===== src/rtl/hshp_pkg.sv =====
// ----------------------------------------------------------------------------
// hshp_pkg
// shared types and constants of the heading sector haptic pulser
// ----------------------------------------------------------------------------
package hshp_pkg;

    localparam int HEADING_W     = 13;
    localparam int HEADING_LIMIT = 5760;
    localparam int AVG_W         = 17;
    localparam int FULL_TURN     = 92160;
    localparam int HALF_TURN     = 46080;
    localparam int ALPHA_W       = 8;
    localparam int THRESHOLD_W   = 10;
    localparam int DURATION_W    = 16;
    localparam int ACTIVE_W      = 4;
    localparam int CFG_INDEX_W   = 3;
    localparam int CFG_DATA_W    = 16;

    localparam int NUM_SECTORS_DEF = 16;
    localparam int TIME_BITS_DEF   = 32;

    localparam logic [ALPHA_W-1:0]     ALPHA_RST     = 8'd46;
    localparam logic [THRESHOLD_W-1:0] THRESHOLD_RST = 10'd48;
    localparam logic [DURATION_W-1:0]  ON_MS_RST     = 16'd250;
    localparam logic [DURATION_W-1:0]  PAUSE_MS_RST  = 16'd1500;

    typedef enum logic [CFG_INDEX_W-1:0] {
        REG_ALPHA          = 3'd0,
        REG_THRESHOLD      = 3'd1,
        REG_ON_DURATION    = 3'd2,
        REG_PAUSE_INTERVAL = 3'd3,
        REG_ALWAYS_ON      = 3'd4
    } reg_index_t;

    typedef struct packed {
        logic [ALPHA_W-1:0]     alpha;
        logic [THRESHOLD_W-1:0] threshold;
        logic [DURATION_W-1:0]  on_ms;
        logic [DURATION_W-1:0]  pause_ms;
        logic                   always_on;
    } cfg_t;

    typedef struct packed {
        logic [ACTIVE_W-1:0] sector;
        logic                motor;
        logic                changed;
    } sector_res_t;

endpackage


===== src/rtl/hshp_smooth.sv =====
// ----------------------------------------------------------------------------
// hshp_smooth
// wrap-aware exponential average of the heading, seeded by the first sample
// ----------------------------------------------------------------------------
module hshp_smooth
(
    input  logic                            clk,
    input  logic                            rst_n,
    input  logic                            fire,
    input  logic [hshp_pkg::HEADING_W-1:0]  heading,
    input  logic [hshp_pkg::ALPHA_W-1:0]    alpha,
    output logic                            in_range,
    output logic [hshp_pkg::AVG_W-1:0]      avg
);

    localparam int AVG_W  = hshp_pkg::AVG_W;
    localparam int D_W    = AVG_W + 2;
    localparam int PROD_W = D_W + hshp_pkg::ALPHA_W + 1;

    localparam logic signed [D_W-1:0]    FULL_D  = D_W'(hshp_pkg::FULL_TURN);
    localparam logic signed [D_W-1:0]    HALF_D  = D_W'(hshp_pkg::HALF_TURN);
    localparam logic signed [PROD_W-1:0] ROUND_P = PROD_W'(1 << (hshp_pkg::ALPHA_W - 1));

    logic [AVG_W-1:0]         avg_reg;
    logic [AVG_W-1:0]         avg_next;
    logic                     seeded_reg;
    logic [AVG_W-1:0]         target;
    logic signed [D_W-1:0]    diff_raw;
    logic signed [D_W-1:0]    diff_wrap;
    logic signed [PROD_W-1:0] prod;
    logic signed [PROD_W-1:0] rounded;
    logic signed [D_W-1:0]    step;
    logic signed [D_W-1:0]    sum;
    logic signed [D_W-1:0]    sum_wrap;

    assign in_range = (heading < hshp_pkg::HEADING_W'(hshp_pkg::HEADING_LIMIT));
    assign target   = {heading, 4'b0000};

    always_comb
    begin
        diff_raw = $signed(D_W'(target)) - $signed(D_W'(avg_reg));
        if (diff_raw > HALF_D)
        begin
            diff_wrap = diff_raw - FULL_D;
        end
        else if (diff_raw < -HALF_D)
        begin
            diff_wrap = diff_raw + FULL_D;
        end
        else
        begin
            diff_wrap = diff_raw;
        end

        prod    = PROD_W'($signed({1'b0, alpha})) * PROD_W'(diff_wrap);
        rounded = prod + ROUND_P;
        step    = D_W'(rounded >>> hshp_pkg::ALPHA_W);
        sum     = $signed(D_W'(avg_reg)) + step;

        if (sum >= FULL_D)
        begin
            sum_wrap = sum - FULL_D;
        end
        else if (sum < $signed(D_W'(0)))
        begin
            sum_wrap = sum + FULL_D;
        end
        else
        begin
            sum_wrap = sum;
        end

        avg_next = seeded_reg ? AVG_W'(sum_wrap) : target;
    end

    always_ff @(posedge clk or negedge rst_n)
    begin
        if (!rst_n)
        begin
            avg_reg    <= '0;
            seeded_reg <= 1'b0;
        end
        else if (fire && in_range)
        begin
            avg_reg    <= avg_next;
            seeded_reg <= 1'b1;
        end
    end

    assign avg = avg_reg;

endmodule


===== src/rtl/hshp_sector.sv =====
// ----------------------------------------------------------------------------
// hshp_sector
// sector choice with hysteresis and motor pulse timing
// ----------------------------------------------------------------------------
module hshp_sector
#(
    parameter int NUM_SECTORS = hshp_pkg::NUM_SECTORS_DEF,
    parameter int TIME_BITS   = hshp_pkg::TIME_BITS_DEF
)
(
    input  logic                          clk,
    input  logic                          rst_n,
    input  logic                          fire,
    input  logic [hshp_pkg::AVG_W-1:0]    avg,
    input  logic [TIME_BITS-1:0]          now,
    input  hshp_pkg::cfg_t                cfg,
    input  logic                          clear_vib,
    output hshp_pkg::sector_res_t         res
);

    localparam int AVG_W     = hshp_pkg::AVG_W;
    localparam int SPAN      = hshp_pkg::FULL_TURN / NUM_SECTORS;
    localparam int HALF_SPAN = SPAN / 2;
    localparam int X_W       = AVG_W + 1;
    localparam int SHIFT     = 32;
    localparam longint unsigned RECIP = ((64'd1 << SHIFT) / SPAN) + 64'd1;
    localparam int RECIP_W   = $clog2(RECIP + 1);
    localparam int PROD_W    = X_W + RECIP_W;
    localparam int IDX_W     = $clog2(NUM_SECTORS + 1);
    localparam int SEC_W     = $clog2(NUM_SECTORS);
    localparam int LIMIT_W   = hshp_pkg::DURATION_W + 1;
    localparam int CMP_W     = (TIME_BITS > LIMIT_W) ? TIME_BITS : LIMIT_W;

    logic [SEC_W-1:0]     cur_reg;
    logic [SEC_W-1:0]     cur_next;
    logic                 sec_valid_reg;
    logic                 vib_reg;
    logic                 vib_next;
    logic [TIME_BITS-1:0] last_reg;
    logic [TIME_BITS-1:0] last_next;

    logic [X_W-1:0]       x;
    logic [PROD_W-1:0]    prod;
    logic [IDX_W-1:0]     idx;
    logic [AVG_W-1:0]     center;
    logic [AVG_W-1:0]     center_gap;
    logic [SEC_W-1:0]     folded;
    logic                 changed;
    logic                 vib_mid;
    logic [TIME_BITS-1:0] last_mid;
    logic [TIME_BITS-1:0] dt;
    logic [CMP_W-1:0]     dt_ext;
    logic [LIMIT_W-1:0]   limit;

    always_comb
    begin
        x          = X_W'(avg) + X_W'(HALF_SPAN);
        prod       = PROD_W'(x) * PROD_W'(RECIP);
        idx        = prod[SHIFT +: IDX_W];
        center     = AVG_W'(idx) * AVG_W'(SPAN);
        center_gap = (center > avg) ? (center - avg) : (avg - center);
        folded     = (idx == IDX_W'(NUM_SECTORS)) ? '0 : SEC_W'(idx);

        if (sec_valid_reg && (center_gap > AVG_W'({cfg.threshold, 4'b0000})))
        begin
            cur_next = cur_reg;
        end
        else
        begin
            cur_next = folded;
        end

        changed  = !sec_valid_reg || (cur_next != cur_reg);
        vib_mid  = changed ? 1'b1 : vib_reg;
        last_mid = changed ? now : last_reg;

        dt     = now - last_mid;
        dt_ext = CMP_W'(dt);
        limit  = LIMIT_W'(cfg.on_ms) + LIMIT_W'(cfg.pause_ms);

        vib_next  = vib_mid;
        last_next = last_mid;
        if (cfg.always_on ? !vib_mid : (dt_ext >= CMP_W'(limit)))
        begin
            vib_next  = 1'b1;
            last_next = now;
        end
        else if (!cfg.always_on && vib_mid && (dt_ext >= CMP_W'(cfg.on_ms)))
        begin
            vib_next = 1'b0;
        end

        res.sector  = hshp_pkg::ACTIVE_W'(cur_next);
        res.motor   = vib_next;
        res.changed = changed;
    end

    always_ff @(posedge clk or negedge rst_n)
    begin
        if (!rst_n)
        begin
            cur_reg       <= '0;
            sec_valid_reg <= 1'b0;
            vib_reg       <= 1'b0;
            last_reg      <= '0;
        end
        else if (clear_vib)
        begin
            vib_reg <= 1'b0;
        end
        else if (fire)
        begin
            cur_reg       <= cur_next;
            sec_valid_reg <= 1'b1;
            vib_reg       <= vib_next;
            last_reg      <= last_next;
        end
    end

endmodule


===== src/rtl/heading_sector_haptic_pulser_unit.sv =====
// ----------------------------------------------------------------------------
// heading_sector_haptic_pulser_unit
// smooths compass headings, picks a sector and drives its haptic motor
//
//   channel  handshake             payload
//   in       in_valid / in_stall   heading, now_ms
//   out      out_valid / out_stall active_sector, motor_on, sector_changed,
//                                  smoothed_heading
//   cfg      cfg_write             cfg_index, cfg_data
//
// three register stages: input, smoothed average, result; one request per
// cycle while out_stall is low; a request passes them in that order to out_valid
// the average multiply sets the first stage, the sector reciprocal the second
// out-of-range headings are dropped after the input stage
// out_stall backs up through the stages; in_stall rises only when all are full
// reset restores the register defaults and clears the valid flags, average and sector state
// ----------------------------------------------------------------------------
module heading_sector_haptic_pulser_unit
#(
    parameter int NUM_SECTORS = hshp_pkg::NUM_SECTORS_DEF,
    parameter int TIME_BITS   = hshp_pkg::TIME_BITS_DEF
)
(
    input  logic                              clk,
    input  logic                              rst_n,
    input  logic                              in_valid,
    output logic                              in_stall,
    input  logic [hshp_pkg::HEADING_W-1:0]    heading,
    input  logic [TIME_BITS-1:0]              now_ms,
    output logic                              out_valid,
    input  logic                              out_stall,
    output logic [hshp_pkg::ACTIVE_W-1:0]     active_sector,
    output logic                              motor_on,
    output logic                              sector_changed,
    output logic [hshp_pkg::HEADING_W-1:0]    smoothed_heading,
    input  logic                              cfg_write,
    input  logic [hshp_pkg::CFG_INDEX_W-1:0]  cfg_index,
    input  logic [hshp_pkg::CFG_DATA_W-1:0]   cfg_data
);

    hshp_pkg::cfg_t                     cfg_reg;
    logic                               clear_vib;

    logic                               in_valid_reg;
    logic [hshp_pkg::HEADING_W-1:0]     heading_reg;
    logic [TIME_BITS-1:0]               now_reg;
    logic                               mid_valid_reg;
    logic [TIME_BITS-1:0]               mid_now_reg;
    logic                               out_valid_reg;
    hshp_pkg::sector_res_t              res_reg;
    logic [hshp_pkg::HEADING_W-1:0]     smoothed_reg;

    logic                               out_adv;
    logic                               mid_free;
    logic                               in_free;
    logic                               s1_fire;
    logic                               s2_fire;
    logic                               in_range;
    logic [hshp_pkg::AVG_W-1:0]         avg;
    hshp_pkg::sector_res_t              res;

    // config registers
    always_ff @(posedge clk or negedge rst_n)
    begin
        if (!rst_n)
        begin
            cfg_reg.alpha     <= hshp_pkg::ALPHA_RST;
            cfg_reg.threshold <= hshp_pkg::THRESHOLD_RST;
            cfg_reg.on_ms     <= hshp_pkg::ON_MS_RST;
            cfg_reg.pause_ms  <= hshp_pkg::PAUSE_MS_RST;
            cfg_reg.always_on <= 1'b0;
        end
        else if (cfg_write)
        begin
            unique case (cfg_index)
                hshp_pkg::REG_ALPHA:
                begin
                    cfg_reg.alpha <= cfg_data[hshp_pkg::ALPHA_W-1:0];
                end
                hshp_pkg::REG_THRESHOLD:
                begin
                    cfg_reg.threshold <= cfg_data[hshp_pkg::THRESHOLD_W-1:0];
                end
                hshp_pkg::REG_ON_DURATION:
                begin
                    cfg_reg.on_ms <= cfg_data[hshp_pkg::DURATION_W-1:0];
                end
                hshp_pkg::REG_PAUSE_INTERVAL:
                begin
                    cfg_reg.pause_ms <= cfg_data[hshp_pkg::DURATION_W-1:0];
                end
                hshp_pkg::REG_ALWAYS_ON:
                begin
                    cfg_reg.always_on <= cfg_data[0];
                end
                default:
                begin
                end
            endcase
        end
    end

    assign clear_vib = cfg_write && (cfg_index == hshp_pkg::REG_ALWAYS_ON) && cfg_data[0];

    // flow control
    assign out_adv  = !out_valid_reg || !out_stall;
    assign mid_free = !mid_valid_reg || out_adv;
    assign in_free  = !in_valid_reg || mid_free;
    assign s1_fire  = in_valid_reg && mid_free;
    assign s2_fire  = mid_valid_reg && out_adv;
    assign in_stall = !in_free;

    always_ff @(posedge clk or negedge rst_n)
    begin
        if (!rst_n)
        begin
            in_valid_reg  <= 1'b0;
            mid_valid_reg <= 1'b0;
            out_valid_reg <= 1'b0;
        end
        else
        begin
            if (in_free)
            begin
                in_valid_reg <= in_valid;
            end
            if (mid_free)
            begin
                mid_valid_reg <= s1_fire && in_range;
            end
            if (out_adv)
            begin
                out_valid_reg <= mid_valid_reg;
            end
        end
    end

    always_ff @(posedge clk)
    begin
        if (in_valid && in_free)
        begin
            heading_reg <= heading;
            now_reg     <= now_ms;
        end
        if (s1_fire)
        begin
            mid_now_reg <= now_reg;
        end
        if (s2_fire)
        begin
            res_reg      <= res;
            smoothed_reg <= avg[hshp_pkg::AVG_W-1:4];
        end
    end

    hshp_smooth u_smooth
    (
        .clk      (clk),
        .rst_n    (rst_n),
        .fire     (s1_fire),
        .heading  (heading_reg),
        .alpha    (cfg_reg.alpha),
        .in_range (in_range),
        .avg      (avg)
    );

    hshp_sector
    #(
        .NUM_SECTORS (NUM_SECTORS),
        .TIME_BITS   (TIME_BITS)
    )
    u_sector
    (
        .clk       (clk),
        .rst_n     (rst_n),
        .fire      (s2_fire),
        .avg       (avg),
        .now       (mid_now_reg),
        .cfg       (cfg_reg),
        .clear_vib (clear_vib),
        .res       (res)
    );

    assign out_valid        = out_valid_reg;
    assign active_sector    = res_reg.sector;
    assign motor_on         = res_reg.motor;
    assign sector_changed   = res_reg.changed;
    assign smoothed_heading = smoothed_reg;

endmodule

===== config.mk =====
export PLATFORM = sky130hd
export DESIGN_NAME = heading_sector_haptic_pulser_unit
export DESIGN_NICKNAME = d
export VERILOG_FILES = /design/src/rtl/hshp_pkg.sv /design/src/rtl/hshp_smooth.sv /design/src/rtl/hshp_sector.sv /design/src/rtl/heading_sector_haptic_pulser_unit.sv
export SDC_FILE = /design/constraint.sdc
export NUM_CORES = 1
export LEC_CHECK = 0
export BUFFER_PORTS_ARGS = -buffer_cell sky130_fd_sc_hd__buf_2
export CAP_MARGIN = 10
export CELL_PAD_IN_SITES_DETAIL_PLACEMENT = 1
export CELL_PAD_IN_SITES_GLOBAL_PLACEMENT = 1
export CORE_UTILIZATION = 46
export DETAILED_ROUTE_END_ITERATION = 6
export PLACE_DENSITY = 0.82
export SLEW_MARGIN = 20
export SYNTH_ARGS = -nofsm -noshare
export SYNTH_HDL_FRONTEND = slang
export SYNTH_SLANG_ARGS = --single-unit

===== constraint.sdc =====
create_clock -name clk -period 16.9 [get_ports clk]
set_clock_uncertainty 0.2 [all_clocks]
set_input_delay 1.69 -clock clk [delete_from_list [all_inputs] [get_ports clk]]
set_output_delay 1.69 -clock clk [all_outputs]
set_load 0.01 [all_outputs]

==> run summary <==
Filler cells: 6511
DR pass1 iterations: 5
syn_area_per_cell: 9.45 um2
R2R Path Start: u_smooth.avg[7]$_DFFE_PN0P_
CTS tree: built
IO Port Bufs: 89
per-cell routed wire length: 22.0 um
commonest cells in the netlist: inv_1 (495), ha_1 (382), fa_1 (235), nand2_1 (193), a21oi_1 (121)
CTS sink cnt: 206
most common cell in the netlist: inv_1
critical path launch point type: register
GRT Resource Usage Total: 27.8%
antenna fix cells: 0
final setup fails: 0
Slowest Stage Delay on Critical Path: 0.54 ns
first-iteration detailed-routing DRC count: 938
nature of the critical path endpoint: register
vias in the first global route: 24400
worst reg2reg setup slack: 0.14 ns
Hold WS: 0.220 ns
Hold Path End: mid_now_reg[13]$_DFFE_PP_
initial antenna violation count: 1
core area: 57800 um2
Worst Hold Class: register to register
CTS buffer count: 27
row count: 88
clock tree buffer depth: 3
CTS clk-pin slew, worst paths: 0.06 ns
Mapped Cells: 2858
root buf cell: clkbuf_16
share of post-route cells with drive strength above 1: 16.9%
HP Start: now_reg[13]$_DFFE_PP_
DRC viols: 0
grt ovf: 0
Area Growth Syn to Fin: 15.7%
Worst Reg2Reg Path Length in Cells: 84
fin worst setup slack: 0.141 ns
nets: 3749
fmax: 0.0597 GHz
max cap viols: 0
pre-CTS setup slack: -0.797 ns
outcome: finished clean
worst slew pin tran: 1.11 ns
Skew-Pair Late Insertion Delay: 0.58 ns
Ys Warns: 0
Post-Syn Area: 27000 um2
number of buffers and inverters on the critical path: 16
H-tree levels: 1
Hold Vio Cnt, Final: 0
Slew headroom: 26.0%
most used cell, CP: a21o_1
r2r endpoint: u_sector.last_reg[11]$_DFFE_PN0P_
Final period util: 99.2%
WP data arrival: 17.04 ns
Critical Path RT: 17.18 ns
Synth Net Count: 3544
Synth top area share: 17.7%
# IOs: 90
Initial Util: 46.7%
dpl hpwl: 66200 um
Die Footprint: 59700 um2
Top Family by Delay on Critical Path: adder cells
WHS Path Cells: 0
post-synthesis register bit count: 206
share of the yosys chip area belonging to registers: 21.0%
asr flop ratio synth: 53.4%
Synth area leaders: ha_1 (18%), fa_1 (17%), edfxtp_1 (11%)
Slew Limit Fails: 0
first-pass GRT wire length: 132000 um
post-route ant nets: 0
largest area contributor in the netlist: ha_1
largest net degree at the start of global routing: 62
crit-path max FO: 8
via count: 22000
Via density: 5.72
number of synthesized flops with an enable pin: 96
fin crit period: 16.76 ns
crit path max-delay cell type: fa_2
Netlist cell types: 96
commonest register cell after synthesis: edfxtp_1
RD Place Congestion: 0.919
Die Span X: 244 um
CTS Hold Bufs: 0
crit path kind: register to register
RSZ-0062 raised after global routing: true
max FFs per register: 51
final wirelength: 84700 um
Die Height: 244 um
-- per-layer routing --
metal	up-vias	wire, um	track usage (%)
li1	10200	-	-
met1	11200	34900	33.3
met2	455	44700	52.2
met3	172	2620	2.77
met4	2	2510	7.65
met5	-	13	0
-- cell families after synthesis --
kind of cell | Yosys count | share of synthesized area, %
fa+ha+maj | 617 | 35.1
compound gates | 610 | 15.5
mux | 114 | 4.39
xor+xnor | 119 | 4.01
buf+inv | 571 | 8.20
flops | 206 | 21.0
simple gates | 621 | 11.8
-- per-stage QoR --
| step | instance area (um2) | utilization, % | instances | setup TNS, ns |
|---|---|---|---|---|
| global route | 31200 | 54.0 | 3848 | -18.49 |
| global placement | 28900 | 50.1 | 3742 | 0 |
| floorplan | 27100 | - | 2858 | 0 |
| finish | 31200 | 54.0 | 3848 | 0 |
| detailed placement | 28900 | 50.1 | 3742 | -22.19 |
| CTS | 30100 | 52.1 | 3801 | 0 |
-- cell usage in the layout (no fill, tap or decap), types with 29 or more instances in the layout --
cell	synthesis	layout
clkbuf_16	0	29
nor3_1	38	33
o21ai_0	100	91
buf_4	3	147
a21oi_1	121	109
a22oi_1	35	34
and2_1	86	84
xor2_1	32	31
xnor2_1	84	73
dfrtp_1	91	88
ha_1	382	355
mux2_2	35	35
nand3_1	49	48
buf_2	4	88
edfxtp_1	96	96
nor2_1	88	78
mux2i_1	79	74
a21o_1	63	62
a21boi_0	68	68
inv_1	495	484
nand2_1	193	188
fa_1	235	226
-- worst max-delay path by stage --
stage                                 from                                 to  slack [ns]  cells past startpoint
2_1_floorplan  u_smooth.avg[6]$_DFFE_PN0P_                 motor_on$_DFFE_PP_       0.005                     80
3_3_place_gp   u_smooth.avg[7]$_DFFE_PN0P_                 motor_on$_DFFE_PP_        0.09                     77
3_5_place_dp   u_smooth.avg[7]$_DFFE_PN0P_                 motor_on$_DFFE_PP_       -0.80                     75
4_1_cts        u_smooth.avg[7]$_DFFE_PN0P_                 motor_on$_DFFE_PP_        0.03                     74
5_1_grt        u_smooth.avg[7]$_DFFE_PN0P_                 motor_on$_DFFE_PP_       -0.59                     82
6_report       u_smooth.avg[7]$_DFFE_PN0P_  u_sector.last_reg[11]$_DFFE_PN0P_        0.14                     84
-- final cells by class --
cell class	count	area, um2	share of cell area [%]
Multi-Input combinational cell	2081	20100	64.3
Inverter	497	1870	5.99
Timing Repair Buffer	250	1770	5.67
Sequential cell	206	5660	18.1
Clock inverter	17	194	0.621
Tap cell	765	957	3.06
Clock buffer	32	704	2.25
-- repair_timing --
action / 4_1_cts / 5_1_grt
endpoints found under the setup margin: 34 / 34
buffers inserted: 10 / 44
pin swaps: 14 / 92
gates cloned: 0 / 2
gates resized for setup: 35 / 141
Power is left out: the tool's default activity adds up to more than one toggle a clock period on the data nets, which glitch-free logic cannot reach.
